===== src/hdl/rc6_block_cipher_top_defines.svh =====
// ----------------------------------------------------------------------------
// RC6 block cipher assertion macros
// Concurrent check wrappers shared by the cipher RTL; ASSERT_OFF removes them.
// ----------------------------------------------------------------------------
`ifndef RC6_BLOCK_CIPHER_TOP_DEFINES_SVH
`define RC6_BLOCK_CIPHER_TOP_DEFINES_SVH

`ifndef ASSERT_OFF
// Check on every clock edge outside reset.
`define RC6_ASSERT(lbl, prop, msg) \
    lbl: assert property (@(posedge i_clk) disable iff (!i_rst_n) (prop)) else $error(msg);
// Check on every clock edge, reset included.
`define RC6_ASSERT_RST(lbl, prop, msg) \
    lbl: assert property (@(posedge i_clk) (prop)) else $error(msg);
`else
`define RC6_ASSERT(lbl, prop, msg)
`define RC6_ASSERT_RST(lbl, prop, msg)
`endif

`endif


===== src/hdl/rc6_pkg.sv =====
// ----------------------------------------------------------------------------
// RC6 package
// Payload types, codes, constants and word functions of the RC6-32 cipher.
// ----------------------------------------------------------------------------
`default_nettype none

package rc6_pkg;

    localparam int RC6_ROUNDS        = 20;
    localparam int RC6_MAX_KEY_WORDS = 8;
    localparam int RC6_WORD_W        = 32;
    localparam int RC6_ROT_W         = 5;

    localparam logic [RC6_WORD_W-1:0] RC6_P32 = 32'hB7E1_5163;
    localparam logic [RC6_WORD_W-1:0] RC6_Q32 = 32'h9E37_79B9;
    localparam logic [RC6_ROT_W-1:0]  RC6_LGW = 5'd5;
    localparam logic [RC6_ROT_W-1:0]  RC6_KEY_ROT = 5'd3;

    // request mode codes
    localparam logic [1:0] MODE_KEY = 2'd0;
    localparam logic [1:0] MODE_ENC = 2'd1;
    localparam logic [1:0] MODE_DEC = 2'd2;

    // result status codes
    localparam logic [1:0] ST_BLOCK    = 2'd0;
    localparam logic [1:0] ST_STORED   = 2'd1;
    localparam logic [1:0] ST_EXPANDED = 2'd2;
    localparam logic [1:0] ST_DROPPED  = 2'd3;

    typedef struct packed {
        logic [1:0]            mode;
        logic [RC6_WORD_W-1:0] key_word;
        logic                  key_final;
        logic [RC6_WORD_W-1:0] word_a;
        logic [RC6_WORD_W-1:0] word_b;
        logic [RC6_WORD_W-1:0] word_c;
        logic [RC6_WORD_W-1:0] word_d;
    } t_in_item;

    typedef struct packed {
        logic [RC6_WORD_W-1:0] out_a;
        logic [RC6_WORD_W-1:0] out_b;
        logic [RC6_WORD_W-1:0] out_c;
        logic [RC6_WORD_W-1:0] out_d;
        logic [1:0]            status;
    } t_out_item;

    typedef struct packed {
        logic [RC6_WORD_W-1:0] a;
        logic [RC6_WORD_W-1:0] b;
        logic [RC6_WORD_W-1:0] c;
        logic [RC6_WORD_W-1:0] d;
    } t_block;

    // round unit operation, one flag per step
    typedef struct packed {
        logic load;
        logic zero;
        logic pre;
        logic mul;
        logic mix;
        logic post;
        logic dec;
    } t_ru_ctrl;

    function automatic logic [RC6_WORD_W-1:0] f_rotl(input logic [RC6_WORD_W-1:0] x,
                                                      input logic [RC6_ROT_W-1:0]  n);
        logic [2*RC6_WORD_W-1:0] w;
        w = {x, x} << n;
        return w[2*RC6_WORD_W-1:RC6_WORD_W];
    endfunction

    function automatic logic [RC6_WORD_W-1:0] f_rotr(input logic [RC6_WORD_W-1:0] x,
                                                      input logic [RC6_ROT_W-1:0]  n);
        logic [2*RC6_WORD_W-1:0] w;
        w = {x, x} >> n;
        return w[RC6_WORD_W-1:0];
    endfunction

    // x * (2x + 1), low word only
    function automatic logic [RC6_WORD_W-1:0] f_quad_prod(input logic [RC6_WORD_W-1:0] x);
        logic [RC6_WORD_W-1:0] y;
        y = x * {x[RC6_WORD_W-2:0], 1'b1};
        return y;
    endfunction

endpackage

`default_nettype wire


===== src/hdl/rc6_ram.sv =====
// ----------------------------------------------------------------------------
// RC6 RAM
// Generic single-write, single-read memory with registered read data.
// ----------------------------------------------------------------------------
`default_nettype none

module rc6_ram
    import rc6_pkg::*;
#(
    parameter int WIDTH = RC6_WORD_W,
    parameter int DEPTH = RC6_MAX_KEY_WORDS,
    localparam int AW   = (DEPTH > 1) ? $clog2(DEPTH) : 1
) (
    input  logic             i_clk,
    input  logic             i_we,
    input  logic [AW-1:0]    i_waddr,
    input  logic [WIDTH-1:0] i_wdata,
    input  logic [AW-1:0]    i_raddr,
    output logic [WIDTH-1:0] o_rdata
);

    logic [WIDTH-1:0] r_mem [DEPTH];
    logic [WIDTH-1:0] r_rdata;

    always_ff @(posedge i_clk) begin
        if (i_we) begin
            r_mem[i_waddr] <= i_wdata;
        end
        r_rdata <= r_mem[i_raddr];
    end

    assign o_rdata = r_rdata;

endmodule

`default_nettype wire


===== config.mk =====
export PLATFORM = sky130hd
export DESIGN_NAME = rc6_ram
export DESIGN_NICKNAME = d
export VERILOG_FILES = /design/src/hdl/rc6_block_cipher_top_defines.svh /design/src/hdl/rc6_pkg.sv /design/src/hdl/rc6_ram.sv
export SDC_FILE = /design/constraint.sdc
export NUM_CORES = 1
export LEC_CHECK = 0
export BUFFER_PORTS_ARGS = -buffer_cell sky130_fd_sc_hd__buf_2
export CORE_MARGIN = 5
export CORE_UTILIZATION = 45
export CTS_CLUSTER_DIAMETER = 80
export DETAILED_ROUTE_END_ITERATION = 8
export PLACE_DENSITY = 0.71
export SYNTH_ARGS = -nofsm -noshare
export SYNTH_HDL_FRONTEND = slang
export SYNTH_SLANG_ARGS = --single-unit

===== constraint.sdc =====
create_clock -name i_clk -period 3.45 [get_ports i_clk]
set_input_delay 0.5175 -clock i_clk [delete_from_list [all_inputs] [get_ports i_clk]]
set_output_delay 0.5175 -clock i_clk [all_outputs]
set_load 0.03 [all_outputs]

==> impl_metrics.env <==
export IMPL_outcome="completed"
export IMPL_fp_row_count=55
export IMPL_drv_slew=0
export IMPL_synth_seq_area_share_pct=79.57
export IMPL_cp_end_kind="flop"
export IMPL_hold_viol=0
export IMPL_path_clk_slew_ns=0.06
export IMPL_yosys_warnings=0
export IMPL_final_common_cell="edfxtp_1"
export IMPL_post_cts_resized=0
export IMPL_max_slew_margin_rel_pct=34.76
export IMPL_drv_cap=0
export IMPL_cts_tree="done"
export IMPL_placed_area_um2=11250
export IMPL_antenna_found_initial=3
export IMPL_root_buffer="clkbuf_16"
export IMPL_vdd_drop_max_mv=0.2992
export IMPL_cp_slowest_cell="mux4_1"
export IMPL_ys_types=13
export IMPL_die_w_um=162.5
export IMPL_worstSetupPathType="in -> reg"
export IMPL_die_area_um2=26410
export IMPL_p_leak_nw=4.065
export IMPL_clock_fmax_mhz=561.0
export IMPL_finalPower_w=0.007110
export IMPL_final_cells=841
export IMPL_synth_area_top_cells="edfxtp_1 (73%), mux4_1 (10%), dfxtp_1 (6.1%)"
export IMPL_dpl_hpwl_um=9668
export IMPL_routedWlPerCell_um=21.63
export IMPL_final_cell_mix="edfxtp_1 (256), buf_2 (70), mux4_1 (40)"
export IMPL_yosys_area_top_type="edfxtp_1"
export IMPL_power_density_nw_per_um2=589.2
export IMPL_grt_pass1_wl_um=27930
export IMPL_crit_path_max_incr_delay_ns=0.57
export IMPL_crit_chain="buf_4 -> buf_4 -> mux4_1 -> mux2_2"
export IMPL_syn_num_nets=455
export IMPL_routed_wl_um=18190
export IMPL_die_h_um=162.5
export IMPL_tightest_slew_ns=0.9787
export IMPL_crit_fanout=32
export IMPL_grt_overflow=0
export IMPL_numPortBuffers=71
export IMPL_drc=0
export IMPL_grt_max_degree=39
export IMPL_cp_required_ns=3.86
export IMPL_hp_class="in -> reg"
export IMPL_setup_tns_final_ns=0
export IMPL_fin_crit_sh_pct=51.66
export IMPL_finalNetCount=548
export IMPL_path_common_cell="buf_4"
export IMPL_ioPinCount=72
export IMPL_clock_sinks=288
export IMPL_cts_buffers=27
export IMPL_synthCells=415
export IMPL_clock_latency_ns=0.52
export IMPL_grt_pass1_vias=4806
export IMPL_vias=4404
export IMPL_initial_core_util_pct=45.95
export IMPL_antenna_cells=0
export IMPL_drt_initial_drc_count=253
export IMPL_coreArea_um2=22780
export IMPL_rsz0062_at_grt="no"
export IMPL_avgSynthCellArea_um2=25.22
export IMPL_hold_ws_ns=0.2584
export IMPL_place_congestion=0.6808
export IMPL_syn_area_um2=10470
export IMPL_setup_violations=0
export IMPL_postRouteAntennaNets=0
export IMPL_finClkSkew_ns=0.009391
export IMPL_finalCriticalPeriod_ns=1.782
export IMPL_crit_arrival_ns=2.19
export IMPL_ctsHtreeMaxLevel=1
export IMPL_drt_pass1_iter_count=4
export IMPL_area_delta_synth_final_pct=15.30
export IMPL_holdBufCountCts=0
export IMPL_final_area_um2=12070
export IMPL_start_kind="primary input"
export IMPL_yosys_area_top_type_share_pct=73.45
export IMPL_place_inst=792
export IMPL_drive_gt1_share_pct=34.66
export IMPL_routed_via_density=5.237
export IMPL_track_usage_pct=13.87
export IMPL_post_cts_buffers=0
export IMPL_ys_ff_latch=288
export IMPL_ctsLongestPathBuffers=3
-- registers in the layout, indices dropped and copies added (netlist names) --
signal   count
o_rdata     32
r_mem      256
-- layer usage --
layer	track usage, %	vias up	wire [um]
li1	-	1967	-
met1	18.33	2306	7619
met2	23.80	98	9350
met3	3.164	27	952
met4	2.960	6	241
met5	0	-	28
-- cell families (layout without fill, tap and decap cells) --
family / Yosys count / in the layout / share of synthesized area [%]
and+or+nand+nor: 13 / 13 / 0.5619
DFF: 288 / 288 / 79.57
muxes: 96 / 96 / 18.65
buffers and inverters: 18 / 131 / 1.219
-- critical path, delay by kind of cell --
kind	cells	cell delay, ns
buffers and inverters	2	0.80
muxes	2	0.84
-- worst paths after layout --
| check | startpoint | endpoint | slack, ns | cells past startpoint |
|---|---|---|---|---|
| worst max-delay path | i_raddr[0] | o_rdata[7] | 1.67 | 4 |
| worst min-delay path | i_wdata[11] | r_mem[7][11] | 0.26 | 1 |
| worst max register to register | r_mem[2][16] | o_rdata[16] | 2.16 | 2 |
| worst min register to register | r_mem[2][27] | o_rdata[27] | 0.66 | 2 |
-- where the power goes --
part	internal, W	total, W	switching [W]
registers	0.00394	0.00398	0.0000359
clock network	0.00156	0.00270	0.00115
logic	0.000176	0.000430	0.000255
total	0.00567	0.00711	0.00144
-- final cells by class --
cell class,count,area [um2]
clock buffer,44,789.5
sequential,288,8328
clock inverter,5,27.53
timing repair buffer,82,465.4
multi-input combinational,109,2066
tap,313,391.6
fill,1706,10710
-- cell usage after synthesis --
master	number
edfxtp_1	256
mux4_2	24
buf_6	7
nand2_1	2
nor2_1	6
mux2_2	32
nand2b_1	3
buf_2	6
dfxtp_1	32
nor3_1	2
buf_1	4
mux4_1	40
clkbuf_1	1
-- metrics by stage --
step / util [%] / setup WS (ns)
finish: 52.98 / 1.668
global route: 52.98 / 1.577
CTS: 52.98 / 1.648
detailed placement: 49.39 / 1.089
global placement: 49.39 / 1.106
floorplan: - / 0.08560
(Power assumes the default switching activity.)
